[src/hw/rtl/cap_pkg.sv]
`default_nettype none
package cap_pkg;

	localparam int FieldW = 24;
	localparam int FdW    = 40;
	localparam int IntW   = 40;
	localparam int MulAW  = 26;
	localparam int MulBW  = 24;
	localparam int ProdW  = 51;
	localparam int AccW   = 66;
	localparam int DriveW = 16;
	localparam int CfgIdxW = 3;

	typedef enum logic [CfgIdxW-1:0] {
		REG_ANGLE_GAIN     = 3'd0,
		REG_RATE_LIMIT     = 3'd1,
		REG_RATE_KP        = 3'd2,
		REG_RATE_KI_DT     = 3'd3,
		REG_RATE_KD        = 3'd4,
		REG_LPF_GAIN       = 3'd5,
		REG_INTEGRAL_LIMIT = 3'd6,
		REG_OUTPUT_LIMIT   = 3'd7
	} reg_idx_t;

	typedef struct packed {
		logic [23:0] angle_gain;
		logic [22:0] rate_limit;
		logic [23:0] rate_kp;
		logic [23:0] rate_ki_dt;
		logic [23:0] rate_kd;
		logic [15:0] lpf_gain;
		logic [22:0] integral_limit;
		logic [14:0] output_limit;
	} cfg_t;

	typedef enum logic [3:0] {
		ST_IDLE,
		ST_MUL_ANG,
		ST_MUL_DLO,
		ST_MUL_DHI,
		ST_MUL_P,
		ST_MUL_I,
		ST_MUL_FLO,
		ST_MUL_FHI,
		ST_SUM_D,
		ST_SUM_ALL,
		ST_DONE
	} state_t;

	typedef enum logic [2:0] {
		MS_ANGLE,
		MS_DLO,
		MS_DHI,
		MS_P,
		MS_I,
		MS_FLO,
		MS_FHI
	} mul_sel_t;

	typedef struct packed {
		mul_sel_t mul_sel;
		logic     cap;
		logic     ld_dx;
		logic     ld_re;
		logic     acc_ld;
		logic     acc_add_hi;
		logic     fd_upd;
		logic     sum_ld;
		logic     int_upd;
		logic     sum_add_int;
		logic     sum_add_acc;
		logic     out_ld;
	} cmd_t;

	typedef struct packed {
		logic out_free;
	} status_t;

endpackage
`default_nettype wire

[src/hw/rtl/cap_ctrl.sv]
`default_nettype none
module cap_ctrl import cap_pkg::*; (
	input  wire logic    clk,
	input  wire logic    arst_n,
	input  wire logic    in_valid,
	output logic         in_stall,
	input  wire status_t status,
	output cmd_t         cmd
);

	state_t state_q, state_d;

	always_ff @(posedge clk or negedge arst_n) begin
		if (!arst_n) begin
			state_q <= ST_IDLE;
		end else begin
			state_q <= state_d;
		end
	end

	always_comb begin
		state_d  = state_q;
		in_stall = 1'b1;
		cmd      = '0;
		cmd.mul_sel = MS_ANGLE;
		unique case (state_q)
			ST_IDLE: begin
				in_stall = 1'b0;
				if (in_valid) begin
					cmd.cap = 1'b1;
					state_d = ST_MUL_ANG;
				end
			end
			ST_MUL_ANG: begin
				cmd.mul_sel = MS_ANGLE;
				cmd.ld_dx   = 1'b1;
				state_d     = ST_MUL_DLO;
			end
			ST_MUL_DLO: begin
				cmd.mul_sel = MS_DLO;
				cmd.ld_re   = 1'b1;
				state_d     = ST_MUL_DHI;
			end
			ST_MUL_DHI: begin
				cmd.mul_sel = MS_DHI;
				cmd.acc_ld  = 1'b1;
				state_d     = ST_MUL_P;
			end
			ST_MUL_P: begin
				cmd.mul_sel    = MS_P;
				cmd.acc_add_hi = 1'b1;
				state_d        = ST_MUL_I;
			end
			ST_MUL_I: begin
				cmd.mul_sel = MS_I;
				cmd.fd_upd  = 1'b1;
				cmd.sum_ld  = 1'b1;
				state_d     = ST_MUL_FLO;
			end
			ST_MUL_FLO: begin
				cmd.mul_sel = MS_FLO;
				cmd.int_upd = 1'b1;
				state_d     = ST_MUL_FHI;
			end
			ST_MUL_FHI: begin
				cmd.mul_sel     = MS_FHI;
				cmd.acc_ld      = 1'b1;
				cmd.sum_add_int = 1'b1;
				state_d         = ST_SUM_D;
			end
			ST_SUM_D: begin
				cmd.acc_add_hi = 1'b1;
				state_d        = ST_SUM_ALL;
			end
			ST_SUM_ALL: begin
				cmd.sum_add_acc = 1'b1;
				state_d         = ST_DONE;
			end
			ST_DONE: begin
				// hold until the output register can take the result
				if (status.out_free) begin
					cmd.out_ld = 1'b1;
					state_d    = ST_IDLE;
				end
			end
			default: state_d = ST_IDLE;
		endcase
	end

	a_accept_starts: assert property (@(posedge clk) disable iff (!arst_n)
		in_valid && !in_stall |=> state_q == ST_MUL_ANG)
		else $error("accepted transaction did not start the sequence");

	a_load_when_free: assert property (@(posedge clk) disable iff (!arst_n)
		cmd.out_ld |-> status.out_free)
		else $error("result loaded while output register occupied");

	a_idle_no_update: assert property (@(posedge clk) disable iff (!arst_n)
		!in_stall |-> !(cmd.ld_re || cmd.fd_upd || cmd.int_upd || cmd.out_ld))
		else $error("datapath state updated while idle");

endmodule
`default_nettype wire

[config.mk]
export PLATFORM = sky130hd
export DESIGN_NAME = cap_ctrl
export DESIGN_NICKNAME = d
export VERILOG_FILES = /design/src/hw/rtl/cap_pkg.sv /design/src/hw/rtl/cap_ctrl.sv
export SDC_FILE = /design/constraint.sdc
export NUM_CORES = 1
export LEC_CHECK = 0
export BUFFER_PORTS_ARGS = -buffer_cell sky130_fd_sc_hd__buf_2
export CAP_MARGIN = 40
export CORE_AREA = 2 2 39 41
export DETAILED_ROUTE_END_ITERATION = 10
export DIE_AREA = 0 0 41 43
export GPL_ROUTABILITY_DRIVEN = 0
export MAX_ROUTING_LAYER = met4
export PLACE_DENSITY_LB_ADDON = 0.08
export RECOVER_POWER = 25
export SYNTH_ARGS = -nofsm -noshare
export SYNTH_HDL_FRONTEND = slang
export SYNTH_SLANG_ARGS = --single-unit
[constraint.sdc]
create_clock -name clk -period 1.16 [get_ports clk]
set_input_delay 0.058 -clock clk [delete_from_list [all_inputs] [get_ports clk]]
set_output_delay 0.058 -clock clk [all_outputs]
set_load 0.1 [all_outputs]
==> run_results.csv, run 1 <==
group,metric,value,unit
die,die_h,43,µm
detailed_routing,avgRoutedWirePerCell,12.3,µm
clock_tree,ctsRootBufferMaster,"clkbuf_4",
outcome,status,"finished, violations left",
die,num_rows,14,
synth,ys_warn_count,0,
timing,hold_violations,0,
clock_tree,htreeDepth,1,
timing,worst_slack,-0.282,ns
synth,synth_cells,44,
critical_path,setup.worst_path.end,"cmd[12]",
critical_path,crit_path_top_delay_cell,"or3b_4",
global_routing,grt_max_degree,7,
detailed_routing,num_vias,424,
critical_path,rrSetupSlack,0.01,ns
critical_path,worst_ep_arrival_time,1.38,ns
timing,min_period,1.44,ns
critical_path,start_kind,"flop",
global_routing,global_route.usage.met1,19.7,%
critical_path,cpLargestDelayFamily,"simple AND/OR/NAND/NOR gates",
critical_path,path_cells,"or3b_4, a21oi_4, buf_12",
timing,fmax,693,MHz
synth,yosys-top-cells-area,"dfrtp_1 31%, nor2_1 10%, nand2b_1 7.7%",
critical_path,max_stage_delay,0.42,ns
flow_run,maxCapViolCount,0,
clock_tree,clock-sinks,4,
global_routing,grtUsageMet2,22.2,%
layout,regMostFlops,"state_q",
global_routing,grt_util_met3,4.71,%
detailed_routing,wl,1120,µm
synth,synth_top_cell_area_share,30.9,%
critical_path,rr_startpoint,"state_q[1]",
layout,syn_to_final_growth,203,%
synth,yosysSeqAreaShare,30.9,%
placement,io_buffers,18,
timing,setup_viol,15,
global_routing,grt_pass1_wl,1770,µm
critical_path,critPathCaptureType,"output port",
clock_tree,insertion_delay,0.24,ns
clock_tree,numCtsBuffers,3,
global_routing,track_usage,15.7,%
timing,relSlewSlack,84.3,%
clock_tree,cts_buffer_depth,2,
critical_path,cp-startpoint,"state_q[0]",
die,die_area,1760,µm²
layout,mostFrequentLayoutCell,"buf_12",
synth,ys_ff_latch,4,
die,boundaryPins,19,
outcome,violations,"setup timing",
global_routing,top_usage_layer,"met2",
layout,layout-drive-gt1-share,80.0,%
detailed_routing,drtAntennaViolNets,0,
synth,synth_top_area_cell,"dfrtp_1",
timing,finalCritPeriodShare,124,%
die,start_util,23.4,%
synth,synth.net_count,48,
die,chipWidth,41,µm
die,coreArea,1380,µm²
timing,report.final.slew_viol_count,0,
detailed_routing,drc_errors,0,
critical_path,path_buf_inv,1,
layout,largestRegisters,"state_q: 4 flops",
clock_tree,clk_pin_slew,0.04,ns
global_routing,antenna_found_initial,0,
critical_path,worst-path-stages,3,
critical_path,crit_type,"flop to output port",
critical_path,cp_max_fo,4,
synth,avgSynthCellArea,7.37,µm²
timing,finClkSkew,0.00666,ns
detailed_routing,drt_first_pass_iters,4,
detailed_routing,avgViaCountPerCell,4.66,
critical_path,r2r_cells,4,
detailed_routing,drtIter0Drc,4,
placement,preCtsSetupSlack,-0.0503,ns
layout,largest_reg_flops,4,
global_routing,grt_pass1_vias,377,
layout,antennaDiodeCount,0,
global_routing,grt_overflow,0,
critical_path,r2r-end,"state_q[1]",
layout,final_cell_mix,"15 x buf_12, 9 x buf_4, 8 x nor2_4, 5 x buf_6",
timing,rsz0062_at_grt,"true",
critical_path,crit_required,1.10,ns
timing,finalSetupTns,-2.83,ns
worst_hold_path,min_path_type,"input pin to flop",
placement,dp_hpwl,854,µm
layout,nets,81,
synth,yosysUniqueCellTypes,18,
clock_tree,cts_tree,"built",
synth,syn_area,324,µm²
timing,max_slew.worst_pin.slew,0.234,ns
metal layers:
layer,part of all wire (%),vias up,wire (µm)
li1,-,215,-
met1,37,194,417
met2,57,12,638
met3,3.8,3,43
met4,2.0,0,23
met5,0,-,0
how the worst min path moves through the flow:
stage	startpoint	endpoint	slack (ns)	cells past startpoint
4_1_cts	status	state_q[3]	0.12	3
6_report	status	state_q[3]	0.12	3
2_1_floorplan	arst_n	state_q[0]	-0.24	0
3_3_place_gp	arst_n	state_q[2]	-0.13	1
5_1_grt	status	state_q[3]	0.14	3
3_5_place_dp	arst_n	state_q[0]	-0.13	1
final cells by class:
cell class | count | area [µm²]
clock buffer | 3 | 22.5
fill | 103 | 402
multi-input combinational | 34 | 387
inverter | 1 | 3.75
timing repair buffer | 33 | 448
tap | 16 | 20.0
sequential | 4 | 101
cells in the mapped netlist:
cell and count:
a21oi_1 2, and3_1 1, nor2_1 9, nand2_1 3
o22ai_1 1, buf_4 2, buf_2 3, dfrtp_1 4
o21a_1 2, o211a_1 1, a21boi_1 2, inv_1 1
nand2b_1 4, a21bo_2 1, or3b_1 1, nor4_1 1
nor3_1 5, nand3b_1 1
kinds of logic after synthesis:
| logic type | after synthesis | share of synthesized area, % |
|---|---|---|
| AND/OR/NAND/NOR | 25 | 38.2 |
| AO/OA/AOI/OAI | 9 | 20.5 |
| buffers and inverters | 6 | 10.4 |
| flip-flops | 4 | 30.9 |
tightest hold or removal path, stage by stage:
cell and delay [ns]:
buf_2 0.10, o21a_1 0.11, o22ai_1 0.06
what timing repair did:
| item | in CTS | in global routing |
|---|---|---|
| pin swaps | 4 | 2 |
| endpoints found under the hold margin | 4 | 0 |
| endpoints found under the setup margin | 15 | 18 |
| buffers inserted | 3 | 0 |
| gates resized for setup | 12 | 7 |
| hold buffers | 1 | 0 |
through the flow:
| step | cells | area (µm²) | util, % | hold WS [ns] |
|---|---|---|---|---|
| floorplan | 44 | 499 | - | -0.238 |
| global placement | 84 | 852 | 61.6 | -0.135 |
| detailed placement | 84 | 852 | 61.6 | -0.132 |
| CTS | 91 | 950 | 68.6 | 0.116 |
| global route | 91 | 982 | 71.0 | 0.135 |
| finish | 91 | 982 | 71.0 | 0.124 |
Power of run 1 is not shown: default switching activity piles up to over one toggle a cycle in this logic, so the estimate is an artifact.
==> run 2, diff against run 1 <==
Settings changed: CELL_PAD_IN_SITES_DETAIL_PLACEMENT set to 1, CELL_PAD_IN_SITES_GLOBAL_PLACEMENT set to 2, CORE_AREA 2 2 39 41 to unset, CORE_MARGIN set to 2, CORE_UTILIZATION set to 19, DIE_AREA 0 0 41 43 to unset, HOLD_SLACK_MARGIN set to 0.08.
Clock period 1.16 ns to 1.6 ns, I/O delays scaled along.
==> run 2 against run 1 <==
The run now ends clean. Global-route usage is 3.9 points lower. Routed wire length is 4.8% lower. Count of clock-buffer cells in the layout stayed put. Worst setup slack better by 0.35 ns.
==> run_results.csv, run 2 (synthesis results as in run 1) <==
group,metric,value,unit
outcome,status,"finished clean",
global_routing,grt_pass1_wl,1660,µm
timing,report.final.slew_viol_count,0,
timing,max_slew.worst_pin.slew,0.351,ns
die,boundaryPins,19,
placement,dp_hpwl,875,µm
detailed_routing,avgViaCountPerCell,4.76,
critical_path,critPathCaptureType,"output port",
timing,relSlewSlack,76.6,%
layout,syn_to_final_growth,134,%
worst_hold_path,holdPathStages,3,
global_routing,grt_overflow,0,
layout,nets,72,
critical_path,rrSetupSlack,0.42,ns
placement,io_buffers,18,
flow_run,maxCapViolCount,0,
timing,whs,0.190,ns
global_routing,grt_max_degree,13,
critical_path,max_stage_delay,0.44,ns
timing,setup_viol,0,
timing,finalCritPeriodShare,95.8,%
die,num_rows,14,
timing,hold_violations,0,
layout,regMostFlops,"state_q",
timing,rsz0062_at_grt,"true",
die,die_area,2050,µm²
detailed_routing,drtIter0Drc,0,
critical_path,r2r-end,"state_q[0]",
detailed_routing,drc_errors,0,
timing,fmax,652,MHz
clock_tree,cts_tree,"built",
layout,largestRegisters,"state_q: 4 flops",
critical_path,path_cells,"or3b_1, a21oi_4, buf_12",
detailed_routing,avgRoutedWirePerCell,13.0,µm
die,coreArea,1560,µm²
die,start_util,20.8,%
die,chipWidth,45.3,µm
worst_hold_path,min_path_type,"input pin to flop",
timing,finClkSkew,0.00205,ns
layout,fillers,182,
detailed_routing,wl,1070,µm
layout,ff_latch_area,103,µm²
critical_path,worst_ep_arrival_time,1.45,ns
critical_path,start_kind,"flop",
clock_tree,clock-sinks,4,
timing,min_period,1.53,ns
global_routing,track_usage,11.8,%
layout,layout-drive-gt1-share,59.1,%
worst_hold_path,hold_path.startpoint,"status",
detailed_routing,num_vias,390,
die,die_h,45.3,µm
layout,largest_reg_flops,4,
critical_path,crit_required,1.52,ns
global_routing,grt_pass1_vias,400,
clock_tree,clk_pin_slew,0.04,ns
critical_path,r2r_cells,4,
clock_tree,htreeDepth,1,
critical_path,crit_type,"flop to output port",
clock_tree,numCtsBuffers,3,
clock_tree,ctsRootBufferMaster,"clkbuf_4",
global_routing,antenna_found_initial,0,
critical_path,crit_path_top_delay_cell,"or3b_1",
critical_path,cp_max_fo,6,
detailed_routing,drt_first_pass_iters,1,
layout,antennaDiodeCount,0,
clock_tree,cts_buffer_depth,2,
layout,final_cell_mix,"15 x buf_12, 5 x buf_4, 4 x nand2b_1, 4 x nor2_2, 4 x nor2_1",
clock_tree,insertion_delay,0.23,ns
critical_path,rr_startpoint,"state_q[1]",
layout,multi_input_area,249,µm²
worst_hold_path,holdPathEnd,"state_q[3]",
layout,mostFrequentLayoutCell,"buf_12",
detailed_routing,drtAntennaViolNets,0,
-- run 2: cell count changes in the layout (fill, tap and decap cells not counted), sizes merged --
cell  change
buf       -9
-- run 2: timing repair --
action | in CTS | in global routing
endpoints found under the hold margin | 4 | 0
hold buffers | 1 | 0
setup endpoints to repair | 3 | 2
buffers inserted | 0 | 2
gates resized for setup | 2 | 1
-- run 2: area by class of cell --
type                            count  share of cell area [%]
Tap cell                           16                    2.64
Timing Repair Buffer               24                    47.6
Inverter                            1                   0.494
Clock buffer                        3                    2.97
Multi-Input combinational cell     34                    32.8
Sequential cell                     4                    13.5
-- run 2: worst max-delay path by stage --
stage,slack [ns],cells after the start,endpoint,start
after floorplan,-0.44,3,cmd[13],state_q[2]
after global placement,0.27,3,cmd[12],state_q[1]
after detailed placement,0.22,4,cmd[6],state_q[0]
after CTS,0.02,3,cmd[12],state_q[1]
after global routing,-0.01,4,cmd[6],state_q[0]
final,0.07,3,cmd[12],state_q[0]
-- run 2: critical path, delay by kind of cell (launching register included) --
family | cells | cell delay, ns
simple gates | 1 | 0.44
compound gates | 1 | 0.18
buf+inv | 1 | 0.19
flops | 1 | 0.42
-- run 2: per-layer routing --
layer | part of all wire [%] | track usage, % | wire (µm) | up-vias
li1 | - | - | - | 193
met1 | 38 | 12.2 | 403 | 186
met2 | 58 | 21.1 | 620 | 11
met3 | 4.0 | 0 | 43 | 0
met4 | 0 | 8.82 | 0 | 0
met5 | 0 | - | 0 | -
-- run 2: through the flow --
stage	setup WS (ns)	TNS (ns)	std cells	cell area (µm²)	utilization, %
finish	0.0674	0	82	759	48.7
global route	-0.0142	-0.0142	82	759	48.7
CTS	0.0194	0	80	744	47.8
detailed placement	0.220	0	76	708	45.4
global placement	0.267	0	76	708	45.4
floorplan	-0.442	-2.41	44	380	-
Power of run 2 is left out for the same reason.
==> run 3, diff against run 2 <==
Settings changed: CORE_MARGIN 2 to unset, SETUP_SLACK_MARGIN set to 0.5.
==> run 3 against run 2 <==
Maximum frequency is 1.8% higher. Clock skew is 0.00077 ns lower. Non-clock buffer count is 5 higher. Sequential share of layout area is 2.2 points lower. First-iteration DRC count is 3 higher. Via count is 7.4% higher. Critical endpoint unchanged.
==> run_results.csv, run 3 (synthesis results as in run 1) <==
group,metric,value,unit
timing,max_slew.worst_pin.slew,0.243,ns
placement,io_buffers,18,
detailed_routing,drc_errors,0,
timing,min_period,1.50,ns
critical_path,crit_required,1.52,ns
layout,largest_reg_flops,4,
timing,finClkSkew,0.00128,ns
die,die_h,43.3,µm
detailed_routing,num_vias,419,
clock_tree,insertion_delay,0.23,ns
global_routing,grt_pass1_wl,2100,µm
global_routing,grt_max_degree,9,
clock_tree,numCtsBuffers,3,
clock_tree,ctsRootBufferMaster,"clkbuf_4",
clock_tree,htreeDepth,1,
timing,rsz0062_at_grt,"true",
layout,ff_latch_area,104,µm²
global_routing,grt_overflow,0,
clock_tree,clk_pin_slew,0.04,ns
timing,relSlewSlack,83.8,%
timing,finalSetupTns,0,ns
critical_path,worst_ep_arrival_time,1.42,ns
placement,dp_hpwl,895,µm
die,chipWidth,43.3,µm
critical_path,cpLargestDelayFamily,"flip-flops",
global_routing,grt_pass1_vias,455,
outcome,status,"finished clean",
timing,fmax,664,MHz
flow_run,maxCapViolCount,0,
clock_tree,cts_tree,"built",
detailed_routing,avgRoutedWirePerCell,14.7,µm
timing,setup_viol,0,
critical_path,path_buf_inv,1,
critical_path,crit_type,"flop to output port",
timing,report.final.slew_viol_count,0,
clock_tree,cts_buffer_depth,2,
detailed_routing,drtAntennaViolNets,0,
detailed_routing,drt_first_pass_iters,2,
layout,syn_to_final_growth,183,%
layout,largestRegisters,"state_q: 4 flops",
layout,layout-drive-gt1-share,77.5,%
placement,preCtsSetupSlack,0.247,ns
timing,hold_violations,0,
layout,final_core_util,59.5,%
timing,finalCritPeriodShare,94.1,%
critical_path,path_cells,"or3b_4, a21oi_4, buf_12",
die,num_rows,14,
layout,nets,77,
critical_path,max_stage_delay,0.43,ns
detailed_routing,drtIter0Drc,3,
layout,regMostFlops,"state_q",
layout,multi_input_area,352,µm²
worst_hold_path,min_path_type,"input pin to flop",
critical_path,crit_path_top_delay_cell,"dfrtp_2",
die,die_area,1870,µm²
clock_tree,clock-sinks,4,
die,start_util,21.0,%
layout,fillers,165,
timing,worst_slack,0.0950,ns
critical_path,critPathCaptureType,"output port",
layout,final_cell_mix,"16 x buf_12, 8 x buf_4, 6 x nor2_4, 4 x nand2b_4, 4 x nor3_4",
critical_path,cp_max_fo,4,
global_routing,antenna_found_initial,0,
global_routing,track_usage,15.3,%
detailed_routing,wl,1280,µm
layout,mostFrequentLayoutCell,"buf_12",
detailed_routing,avgViaCountPerCell,4.82,
critical_path,start_kind,"flop",
layout,antennaDiodeCount,0,
die,boundaryPins,19,
die,coreArea,1540,µm²
[run 3: layout make-up]
| class | instances | area share (%) |
|---|---|---|
| Clock buffer | 3 | 2.46 |
| Multi-Input combinational cell | 34 | 38.3 |
| Sequential cell | 4 | 11.3 |
| Timing Repair Buffer | 29 | 45.3 |
| Tap cell | 16 | 2.18 |
| Inverter | 1 | 0.409 |
[run 3: what timing repair did]
action | 4_1_cts | 5_1_grt
hold buffers | 1 | 0
endpoints found under the hold margin | 4 | 0
setup endpoints to repair | 18 | 18
resized for setup | 9 | 2
buffers inserted | 5 | 1
pin swaps | 2 | 1
[run 3: worst paths after layout]
path | slack [ns] | cells past startpoint | start | end
setup reg to reg | 0.41 | 4 | state_q[1] | state_q[0]
setup / recovery | 0.1 | 3 | state_q[0] | cmd[12]
min in group asynchronous | 0.22 | 2 | arst_n | state_q[3]
hold reg to reg | 0.65 | 2 | state_q[0] | state_q[0]
max in group asynchronous | 1.18 | 2 | arst_n | state_q[2]
hold / removal | 0.19 | 3 | in_valid | state_q[0]
[run 3: stage by stage]
step                      hold WS, ns  cells  instance area [µm²]
after global routing            0.202     87                  917
final                           0.195     87                  917
after detailed placement       -0.111     77                  800
after floorplan                -0.216     44                  499
after CTS                       0.182     86                  903
after global placement         -0.114     77                  800
[run 3: routing by layer]
metal / global-route usage (%) / vias up / wire length, µm
li1: - / 204 / -
met1: 18.1 / 205 / 503
met2: 26.9 / 10 / 750
met3: 2.55 / 0 / 28
met4: 3.64 / 0 / 0
met5: - / - / 0
[run 3: tightest hold or removal path: stages]
cell    delay [ns]
buf_2         0.09
nor4_2        0.04
nor3_1        0.16
Power of run 3 is left out for the same reason.
