===== config.mk =====
export PLATFORM = sky130hd
export DESIGN_NAME = cap_regs
export DESIGN_NICKNAME = d
export VERILOG_FILES = /design/src/hw/rtl/cap_pkg.sv /design/src/hw/rtl/cap_regs.sv
export SDC_FILE = /design/constraint.sdc
export NUM_CORES = 1
export LEC_CHECK = 0
export BUFFER_PORTS_ARGS = -buffer_cell sky130_fd_sc_hd__buf_2
export CAP_MARGIN = 40
export CORE_MARGIN = 5
export CORE_UTILIZATION = 45
export CTS_BUF_LIST = sky130_fd_sc_hd__clkbuf_16
export CTS_CLUSTER_SIZE = 24
export DETAILED_ROUTE_END_ITERATION = 16
export GPL_ROUTABILITY_DRIVEN = 0
export PLACE_DENSITY = 0.79
export SLEW_MARGIN = 20
export SYNTH_ARGS = -nofsm -noshare
export SYNTH_HDL_FRONTEND = slang
export SYNTH_SLANG_ARGS = --single-unit

===== constraint.sdc =====
create_clock -name clk -period 0.9 [get_ports clk]
set_input_delay 0 -clock clk [delete_from_list [all_inputs] [get_ports clk]]
set_output_delay 0 -clock clk [all_outputs]
set_load 0.01 [all_outputs]

===== src/hw/rtl/cap_pkg.sv =====
`default_nettype none
package cap_pkg;

	localparam int FieldW = 24;
	localparam int FdW    = 40;
	localparam int IntW   = 40;
	localparam int MulAW  = 26;
	localparam int MulBW  = 24;
	localparam int ProdW  = 51;
	localparam int AccW   = 66;
	localparam int DriveW = 16;
	localparam int CfgIdxW = 3;

	typedef enum logic [CfgIdxW-1:0] {
		REG_ANGLE_GAIN     = 3'd0,
		REG_RATE_LIMIT     = 3'd1,
		REG_RATE_KP        = 3'd2,
		REG_RATE_KI_DT     = 3'd3,
		REG_RATE_KD        = 3'd4,
		REG_LPF_GAIN       = 3'd5,
		REG_INTEGRAL_LIMIT = 3'd6,
		REG_OUTPUT_LIMIT   = 3'd7
	} reg_idx_t;

	typedef struct packed {
		logic [23:0] angle_gain;
		logic [22:0] rate_limit;
		logic [23:0] rate_kp;
		logic [23:0] rate_ki_dt;
		logic [23:0] rate_kd;
		logic [15:0] lpf_gain;
		logic [22:0] integral_limit;
		logic [14:0] output_limit;
	} cfg_t;

	typedef enum logic [3:0] {
		ST_IDLE,
		ST_MUL_ANG,
		ST_MUL_DLO,
		ST_MUL_DHI,
		ST_MUL_P,
		ST_MUL_I,
		ST_MUL_FLO,
		ST_MUL_FHI,
		ST_SUM_D,
		ST_SUM_ALL,
		ST_DONE
	} state_t;

	typedef enum logic [2:0] {
		MS_ANGLE,
		MS_DLO,
		MS_DHI,
		MS_P,
		MS_I,
		MS_FLO,
		MS_FHI
	} mul_sel_t;

	typedef struct packed {
		mul_sel_t mul_sel;
		logic     cap;
		logic     ld_dx;
		logic     ld_re;
		logic     acc_ld;
		logic     acc_add_hi;
		logic     fd_upd;
		logic     sum_ld;
		logic     int_upd;
		logic     sum_add_int;
		logic     sum_add_acc;
		logic     out_ld;
	} cmd_t;

	typedef struct packed {
		logic out_free;
	} status_t;

endpackage
`default_nettype wire


===== src/hw/rtl/cap_regs.sv =====
`default_nettype none
module cap_regs import cap_pkg::*; (
	input  wire logic               clk,
	input  wire logic               arst_n,
	input  wire logic               cfg_valid,
	output logic                    cfg_ready,
	input  wire logic [CfgIdxW-1:0] cfg_index,
	input  wire logic [23:0]        cfg_data,
	output cfg_t                    cfg
);

	cfg_t cfg_q;

	assign cfg_ready = 1'b1;
	assign cfg = cfg_q;

	always_ff @(posedge clk or negedge arst_n) begin
		if (!arst_n) begin
			cfg_q.angle_gain     <= 24'd65536;
			cfg_q.rate_limit     <= 23'd25600;
			cfg_q.rate_kp        <= 24'd65536;
			cfg_q.rate_ki_dt     <= 24'd131;
			cfg_q.rate_kd        <= 24'd0;
			cfg_q.lpf_gain       <= 16'd28174;
			cfg_q.integral_limit <= 23'd51200;
			cfg_q.output_limit   <= 15'd1000;
		end else if (cfg_valid && cfg_ready) begin
			unique case (reg_idx_t'(cfg_index))
				REG_ANGLE_GAIN:     cfg_q.angle_gain     <= cfg_data;
				REG_RATE_LIMIT:     cfg_q.rate_limit     <= cfg_data[22:0];
				REG_RATE_KP:        cfg_q.rate_kp        <= cfg_data;
				REG_RATE_KI_DT:     cfg_q.rate_ki_dt     <= cfg_data;
				REG_RATE_KD:        cfg_q.rate_kd        <= cfg_data;
				REG_LPF_GAIN:       cfg_q.lpf_gain       <= cfg_data[15:0];
				REG_INTEGRAL_LIMIT: cfg_q.integral_limit <= cfg_data[22:0];
				REG_OUTPUT_LIMIT:   cfg_q.output_limit   <= cfg_data[14:0];
			endcase
		end
	end

endmodule
`default_nettype wire


==> summary.txt, run 1 <==
Timing
  • Clock skew: 0 ps
  • RSZ-0062 raised after global routing: true
  • Min cycle time layout: between 1000 and 1500 ps
  • Fmax achieved: 928 MHz
  • Setup TNS: -11530 ps
  • Setup violations, final: around 200
  • Fin. Hold Viols: 0
  • Final setup margin: -177 ps
  • Crit share post-route: 120%
  • Final Max Tran Viols: 0

Floorplan
  • Area of the core: approximately 14000 sq um
  • Num ports: 204
  • Die footprint: 17200 sq um
  • Starting density of the core: between 40% and 50%
  • Die H: 131 um
  • Site Rows: 44
  • Die X: 131 um

Drt
  • Detailed-route via count: 4561
  • WL met3: 1320 um
  • Routed wire per std cell: 22.4 um
  • Initial DRT Pass Iterations: 4
  • Post-DRT Antenna Nets: 0
  • DR DRC count: 0
  • Vias per cell: 5.09
  • Wirelength, routed: 20100 um
  • Met2 WL post-DR: 10600 um
  • 1st-iter DRT viols: ~260
  • Highest metal used: met4
  • Post-Route M1 WL: 7500 um

Global route
  • Total GRT Usage: 22.9%
  • GRT overflow: 0
  • Vias in the first global route: 5091
  • Largest net degree at the start of global routing: 44
  • Initial antenna violation count: 0
  • Global-route wire length before repair: 29200 um

Hold path
  • Hold Path Class: in2async

Synth
  • Sequential share of the synthesized area: 66.2%
  • Post-Syn Instances: 377
  • FF+latch count, synth: 173
  • Commonest cells in the netlist: mux2_2, dfrtp_1, dfstp_2
  • Post-synth cell types: 13
  • Post-synthesis async set-or-reset flop share: 100%
  • Primary FF master, synth: dfrtp_1
  • Synth Cell Area: 6590 sq um
  • Synth Area in Compound Gates: 0%
  • Post-Synth XOR/XNOR Area: 0%
  • Area contributors post-synth: dfrtp_1, mux2_2, dfstp_2
  • Most common cell in the synthesized netlist: mux2_2
  • Syn avg cell area: 17.5 sq um
  • Adder-cell share of the synthesized area: 0%
  • Main combinational cell family by area after synthesis: multiplexers
  • Number of synthesized flops with an enable pin: 0
  • Multiplexer share of the synthesized area: a little under 30%
  • Yosys warns: 0
  • Synth top area share: ~56%
  • Post-Syn Nets: 407
  • Synth Area in Simple Gates: under 10%
  • Cell taking the most area after synthesis: dfrtp_1

Worst setup path
  • Worst Path Required: 900 ps
  • CP arrival: 1080 ps
  • Worst Path Buf+Inv: 1
  • Startpoint types: flop
  • CP Class: reg2out
  • Beginning of the critical path: cfg[118]
  • Crit-path leading delay family: flip-flops
  • Crit-path max FO: 2
  • CP cell instances: buf_6
  • Crit path capture type: output port
  • Reg-to-Reg Start: cfg[50]
  • Crit-path max cell delay: about 560 ps
  • Worst path slowest cell: dfstp_2

Pwr
  • Leak pwr: 5.07 nW
  • Worst VDD drop: 1.85 mV
  • PwrDens: roughly 2500 nW/um^2

Outcome
  • Outcome: finished, violations left
  • Failing checks: negative setup slack

Run
  • Max cap viols: 0

Clock tree
  • Clock-pin slew on the worst setup and hold paths: 60 ps
  • Clk_lat worst skew: 410 ps
  • CTS tree: yes
  • Clock buffer count from CTS: 17
  • TritonCTS Sinks: around 170
  • CTS root buf: clkbuf_16
  • Clk buf depth: 2
  • H-tree levels: 4

Placed design
  • Detailed Place HPWL: 12200 um
  • Setup WS pre-CTS: -438 ps
  • Port Buffers: 202

Finish
  • Synth-to-layout area growth: 58.4%
  • Fraction of layout instances using a drive strength above 1: between 70% and 80%
  • Nets: 730
  • Diodes inserted: 0
  • Layout fillers: 844
  • Largest register FFs: 173
-- path summary, 6_finish.rpt --
kind	slack (ps)	endpoint	cells past startpoint
min in group clk	160	cfg[109]	4
worst max-delay path	-180	cfg[118]	1
worst min-delay path	9	cfg[88]	2
worst min register to register	500	cfg[95]	1
max in group asynchronous	320	cfg[29]	3
worst max register to register	-40	cfg[50]	2
-- routing by layer --
layer,vias up,track usage [%]
li1,1979,-
met1,2359,26.9
met2,176,39.6
met3,47,5.65
met4,0,10.5
met5,-,0
-- through the flow --
step / hold slack [ps] / instances / cell area, sq um / util [%] / power (mW)
3_5_place_dp: -113 / 767 / 8380 / 58.1 / 16.4
3_3_place_gp: -117 / 767 / 8380 / 58.1 / 16.2
6_report: 8.91 / 896 / 10400 / 72.4 / 26.3
2_1_floorplan: -296 / 377 / 6980 / - / 13.6
4_1_cts: -5.74 / 885 / 10000 / 69.3 / 25.4
5_1_grt: 10.1 / 896 / 10400 / 72.4 / 27.5
-- where the power goes --
part / internal (mW) / leakage [nW] / switching, mW
Clock: 4.31 / 0.284 / 2.98
Combinational: 5.06 / 2.75 / 3.01
Sequential: 9.69 / 2.04 / 1.27
-- timing repair --
item | 4_1_cts | 5_1_grt
endpoints found under the setup margin | 174 | 234
pin swaps | 0 | 1
buffers inserted | 62 | 10
hold buffers | 25 | 0
cloned | 0 | 1
gates resized for setup | 61 | 76
endpoints found under the hold margin | 346 | 0
-- area by class of cell --
type,count,area (sq um),area share (%)
multi-input cells,182,2420,23.2
clock inverters,14,155,1.49
flip-flops and latches,173,4360,41.8
well taps,184,230,2.20
repair buffers,326,2850,27.2
clock buffers,17,425,4.07
-- cells by family (layout without fill, tap and decap cells) --
family	count (synthesis)	after routing
other	1	1
flip-flops	173	173
AND/OR/NAND/NOR	8	8
multiplexers	173	173
buffers and inverters	22	357
-- layout by cell type (no fill, tap or decap), types with 3 or more instances in the layout --
cell type      netlist  final
buf_12               0     14
buf_2               10    117
buf_4                3     53
buf_6                9    116
bufinv_16            0      3
clkbuf_16            0     18
clkinv_1             0      3
clkinv_4             0      3
dfrtp_1            148    148
dfstp_2             25     25
dlygate4sd3_1        0     25
mux2_2             171     87
mux2_4               0     86
nor4bb_4             0      3
(Power assumes the default switching activity.)
==> run 2, diff against run 1 <==
CTS_BUF_LIST = unset   (was sky130_fd_sc_hd__clkbuf_16)
==> summary.txt, run 2 (synthesized netlist as in run 1, its figures left out) <==
Worst setup path
  • Crit-path leading delay family: flip-flops (unchanged)
  • Worst r2r dst: cfg[108] (was cfg[50])
  • Worst Path Buf+Inv: 1 (unchanged)
  • CP cell instances: buf_6 (unchanged)
  • Worst Path Required: 900 ps (about the same)
  • Crit-path max FO: 2 (unchanged)
  • FF-to-FF path depth: 2 (unchanged)
  • Worst path slowest cell: dfstp_2 (unchanged)
  • CP Class: reg2out (unchanged)
  • Startpoint types: flop (unchanged)
  • Reg-to-Reg Start: cfg[108] (was cfg[50])
  • Crit path capture type: output port (unchanged)
  • Crit-path max cell delay: 560 ps (about the same)
  • CP arrival: 1080 ps (about the same)
  • R2r setup slk: -50 ps (was -40 ps)

Floorplan
  • Num ports: 204 (unchanged)
  • Die footprint: 17200 sq um (unchanged)
  • Starting density of the core: 45.7% (unchanged)
  • Die H: 131 um (unchanged)
  • Site Rows: 44 (unchanged)
  • Area of the core: 14400 sq um (unchanged)
  • Die X: 131 um (unchanged)

Finish
  • Finished Layout Cells: 897 (was 896)
  • Diodes inserted: 0 (unchanged)
  • Commonest non-fill, non-tap cell in the layout: dfrtp_1 (unchanged)
  • Commonest non-fill, non-tap cells in the layout: dfrtp_1, buf_6, buf_2 (was dfrtp_1, buf_2, buf_6)
  • Fraction of layout instances using a drive strength above 1: 75.2% (was 74.7%)
  • Largest register FFs: 173 (unchanged)
  • Synth-to-layout area growth: 59.2% (was 58.4%)
  • Finished Core Util: 72.7% (was 72.4%)
  • Post-Layout Inst Area: 10500 sq um (was 10400 sq um)
  • Nets: 731 (was 730)

Timing
  • Final setup margin: -178 ps (was -177 ps)
  • Fmax achieved: 927 MHz (was 928 MHz)
  • Final Max Tran Viols: 0 (unchanged)
  • RSZ-0062 raised after global routing: true (unchanged)
  • Fin. Hold Viols: 0 (unchanged)
  • Min cycle time layout: 1080 ps (about the same)
  • Setup TNS: -12130 ps (was -11530 ps)
  • Clock skew: 0 ps (unchanged)
  • Setup violations, final: 200 (was 196)
  • Crit share post-route: 120% (about the same)

Drt
  • Post-DRT Antenna Nets: 0 (unchanged)
  • Routed wire per std cell: 22.6 um (was 22.4 um)
  • Initial DRT Pass Iterations: 4 (unchanged)
  • Wirelength, routed: 20200 um (was 20100 um)
  • DR DRC count: 0 (unchanged)
  • 1st-iter DRT viols: 200 (was 261)
  • Vias per cell: 5.11 (was 5.09)
  • Detailed-route via count: 4585 (was 4561)

Clock tree
  • Clock-pin slew on the worst setup and hold paths: 60 ps (about the same)
  • CTS tree: yes (unchanged)
  • H-tree levels: 4 (unchanged)
  • Clk buf depth: 2 (unchanged)
  • TritonCTS Sinks: 173 (unchanged)
  • CTS root buf: clkbuf_16 (unchanged)
  • Clk_lat worst skew: 420 ps (was 410 ps)
  • Clock buffer count from CTS: 17 (unchanged)

Pwr
  • Worst VDD drop: 1.85 mV (about the same)
  • PwrDens: 2540 nW/um^2 (was 2520 nW/um^2)
  • Leak pwr: 5.09 nW (was 5.07 nW)

Placed design
  • Detailed Place HPWL: 12200 um (unchanged)
  • Port Buffers: 202 (unchanged)
  • Placed instance count: 767 (unchanged)
  • Placed cell area: 8380 sq um (unchanged)
  • Setup WS pre-CTS: -438 ps (unchanged)

Global route
  • Largest net degree at the start of global routing: 44 (unchanged)
  • Vias in the first global route: 5112 (was 5091)
  • Total GRT Usage: 23.0% (was 22.9%)
  • Global-route wire length before repair: 29300 um (was 29200 um)
  • Initial antenna violation count: 0 (unchanged)
  • GRT overflow: 0 (unchanged)

Hold path
  • Hold Path Class: in2async (unchanged)

Outcome
  • Outcome: finished, violations left (unchanged)
  • Failing checks: negative setup slack (unchanged)

Run
  • Max cap viols: 0 (unchanged)
-- run 2: changes by cell type in the layout (fill, tap and decap cells not counted), sizes merged --
cell    before  now
clkbuf      18   23
clkinv       7    4
inv          2    0
buf        300  301
-- run 2: worst max-delay path by stage --
stage / slack (ps) / start / cells after the start / endpoint
2_1_floorplan: -290 / cfg_index[1] / 4 / cfg[160]
3_3_place_gp: -420 / cfg_index[2] / 5 / cfg[75]
3_5_place_dp: -440 / cfg_index[2] / 5 / cfg[68]
4_1_cts: -200 / cfg[118] / 1 / cfg[118]
5_1_grt: -220 / cfg[118] / 1 / cfg[118]
6_report: -180 / cfg[118] / 1 / cfg[118]
-- run 2: report_power, final --
part | leakage (nW) | internal [mW] | total [mW] | switching [mW]
registers | 2.04 | 9.69 | 11.0 | 1.29
clock network | 0.292 | 4.59 | 7.61 | 3.02
logic | 2.75 | 5.10 | 8.10 | 3.00
total | 5.09 | 19.4 | 26.7 | 7.32
-- run 2: what timing repair did --
action,4_1_cts,5_1_grt
gates cloned,0,1
buffers inserted,64,9
endpoints found under the setup margin,174,236
hold buffers,25,0
gates resized for setup,61,78
endpoints found under the hold margin,346,0
pin swaps,0,1
-- run 2: final cells by class --
cell class,count,area [sq um]
Clock buffer,22,474
Sequential cell,173,4360
Fill cell,852,3930
Tap cell,184,230
Timing Repair Buffer,327,2870
Clock inverter,9,136
Multi-Input combinational cell,182,2420
-- run 2: per-layer routing --
layer / routed length (um) / track usage, % / vias up
met5: 0 / 0 / -
met4: 645 / 9.56 / 0
met2: 10700 / 39.9 / 170
li1: - / - / 1983
met1: 7580 / 26.9 / 2386
met3: 1350 / 6.22 / 46
-- run 2: stage by stage --
step                      hold WS [ps]  power, mW
after floorplan                   -296       13.6
after global placement            -117       16.2
after detailed placement          -113       16.4
after CTS                        -5.00       25.7
after global routing              12.9       27.8
final                             6.23       26.7
==> run 3, diff against run 2 <==
PLACE_DENSITY = 0.73   (was 0.79)
==> summary.txt, run 3 (synthesized netlist as in run 1, its figures left out) <==
Worst setup path
  • CP arrival: 1090 ps (was 1080 ps)
  • Reg-to-Reg Start: cfg[77] (was cfg[108])
  • Worst Path Buf+Inv: 1 (unchanged)
  • Crit path capture type: output port (unchanged)
  • Worst path slowest cell: dfstp_2 (unchanged)
  • Worst r2r dst: cfg[77] (was cfg[108])
  • FF-to-FF path depth: 2 (unchanged)
  • Startpoint types: flop (unchanged)
  • CP Class: reg2out (unchanged)
  • Crit-path max FO: 2 (unchanged)
  • CP cell instances: buf_6 (unchanged)
  • Crit-path leading delay family: flip-flops (unchanged)
  • Crit-path max cell delay: 560 ps (about the same)
  • Worst Path Required: 900 ps (about the same)
  • R2r setup slk: -30 ps (was -50 ps)

Drt
  • 1st-iter DRT viols: 192 (was 200)
  • Initial DRT Pass Iterations: 4 (unchanged)
  • Wirelength, routed: 19400 um (was 20200 um)
  • Routed wire per std cell: 21.6 um (was 22.6 um)
  • Detailed-route via count: 4551 (was 4585)
  • Post-DRT Antenna Nets: 0 (unchanged)
  • Vias per cell: 5.05 (was 5.11)
  • DR DRC count: 0 (unchanged)

Finish
  • Synth-to-layout area growth: 59.2% (about the same)
  • Diodes inserted: 0 (unchanged)
  • Commonest non-fill, non-tap cell in the layout: dfrtp_1 (unchanged)
  • Commonest non-fill, non-tap cells in the layout: dfrtp_1, buf_6, buf_2 (unchanged)
  • Largest register FFs: 173 (unchanged)
  • Nets: 734 (was 731)
  • Fraction of layout instances using a drive strength above 1: 74.9% (was 75.2%)
  • Finished Layout Cells: 901 (was 897)

Pwr
  • Total power: 26.4 mW (was 26.7 mW)
  • Combinational power share: 30.8% (was 30.4%)
  • Leak pwr: 5.08 nW (was 5.09 nW)
  • PwrDens: 2520 nW/um^2 (was 2540 nW/um^2)
  • Sw frac: 27.3% (was 27.4%)
  • Psw: 7.22 mW (was 7.32 mW)
  • P_int: 19.2 mW (was 19.4 mW)
  • Sequential fraction of design power: 41.3% (was 41.1%)
  • Clk pwr share: 27.9% (was 28.5%)
  • Worst VDD drop: 1.27 mV (was 1.85 mV)

Placed design
  • Detailed Place HPWL: 11800 um (was 12200 um)
  • Setup WS pre-CTS: -420 ps (was -438 ps)
  • Placed instance count: 766 (was 767)
  • Port Buffers: 202 (unchanged)

Timing
  • RSZ-0062 raised after global routing: true (unchanged)
  • Fin. Hold Viols: 0 (unchanged)
  • Crit share post-route: 122% (was 120%)
  • Final Max Tran Viols: 0 (unchanged)
  • Clock skew: 0 ps (unchanged)
  • Final setup margin: -194 ps (was -178 ps)
  • Setup violations, final: 196 (was 200)
  • Min cycle time layout: 1090 ps (was 1080 ps)
  • Fmax achieved: 914 MHz (was 927 MHz)
  • Setup TNS: -12460 ps (was -12130 ps)

Floorplan
  • Die X: 131 um (unchanged)
  • Die footprint: 17200 sq um (unchanged)
  • Site Rows: 44 (unchanged)
  • Die H: 131 um (unchanged)
  • Area of the core: 14400 sq um (unchanged)
  • Starting density of the core: 45.7% (unchanged)
  • Num ports: 204 (unchanged)

Global route
  • GRT overflow: 0 (unchanged)
  • Total GRT Usage: 22.0% (was 23.0%)
  • Largest net degree at the start of global routing: 31 (was 44)
  • Initial antenna violation count: 0 (unchanged)
  • Vias in the first global route: 4969 (was 5112)
  • Global-route wire length before repair: 28100 um (was 29300 um)

Clock tree
  • CTS root buf: clkbuf_16 (unchanged)
  • Clk buf depth: 2 (unchanged)
  • Clk_lat worst skew: 430 ps (was 420 ps)
  • Clock-pin slew on the worst setup and hold paths: 70 ps (was 60 ps)
  • Clock buffer count from CTS: 17 (unchanged)
  • TritonCTS Sinks: 173 (unchanged)
  • CTS tree: yes (unchanged)
  • H-tree levels: 4 (unchanged)

Hold path
  • Hold Path Class: in2async (unchanged)

Run
  • Max cap viols: 0 (unchanged)

Outcome
  • Outcome: finished, violations left (unchanged)
  • Failing checks: negative setup slack (unchanged)
==> run 3: changes by cell type in the layout (fill, tap and decap cells not counted), sizes merged <==
cell,previous run,this run
clkinvlp,2,3
inv,0,1
buf,301,303
clkbuf,23,24
clkinv,4,3
==> run 3: timing repair <==
action,4_1_cts,5_1_grt
endpoints found under the hold margin,328,0
hold buffers,25,0
buffers inserted,60,17
endpoints found under the setup margin,173,214
cloned,0,1
resized for setup,75,60
==> run 3: how the worst max path moves through the flow <==
stage                            start  slack (ps)  cells after the start  endpoint
final                         cfg[140]        -190                      1  cfg[140]
after global routing           cfg[30]        -220                      1   cfg[30]
after CTS                     cfg[140]        -210                      1  cfg[140]
after detailed placement  cfg_index[2]        -420                      4   cfg[57]
after global placement    cfg_index[2]        -390                      4  cfg[108]
after floorplan           cfg_index[1]        -290                      4  cfg[160]
==> run 3: worst register-to-register path: stages (launching register included) <==
cell and delay, ps:
dfrtp_1 410, buf_4 150, mux2_4 260
==> run 3: through the flow <==
step	hold WS (ps)	instance area, sq um	util, %
after floorplan	-296	6980	-
after CTS	66.0	10100	69.8
after global placement	-74.9	8370	58.0
after global routing	83.1	10500	72.7
final	48.4	10500	72.7
after detailed placement	-69.2	8370	58.0
==> run 3: cell type report <==
class                   instances  area (sq um)
flip-flops and latches        173          4360
clock inverters                10           140
multi-input cells             182          2420
repair buffers                330          2900
clock buffers                  22           444
well taps                     184           230
fillers                       889          3930
==> run 3: metal layers <==
metal	up-vias	track usage, %	routed length (um)
met1	2366	27.7	7740
met3	41	5.89	1050
li1	2002	-	-
met4	0	9.38	678
met5	-	0	0
met2	142	36.1	9950
==> run 3: power by group through the flow <==
stage	logic, mW	registers, mW	clock network (mW)
2_1_floorplan	2.15	11.5	0
3_3_place_gp	5.59	10.7	0
3_5_place_dp	5.72	10.7	0
4_1_cts	7.45	10.7	7.48
5_1_grt	8.63	11.1	7.86
6_report	8.15	10.9	7.37
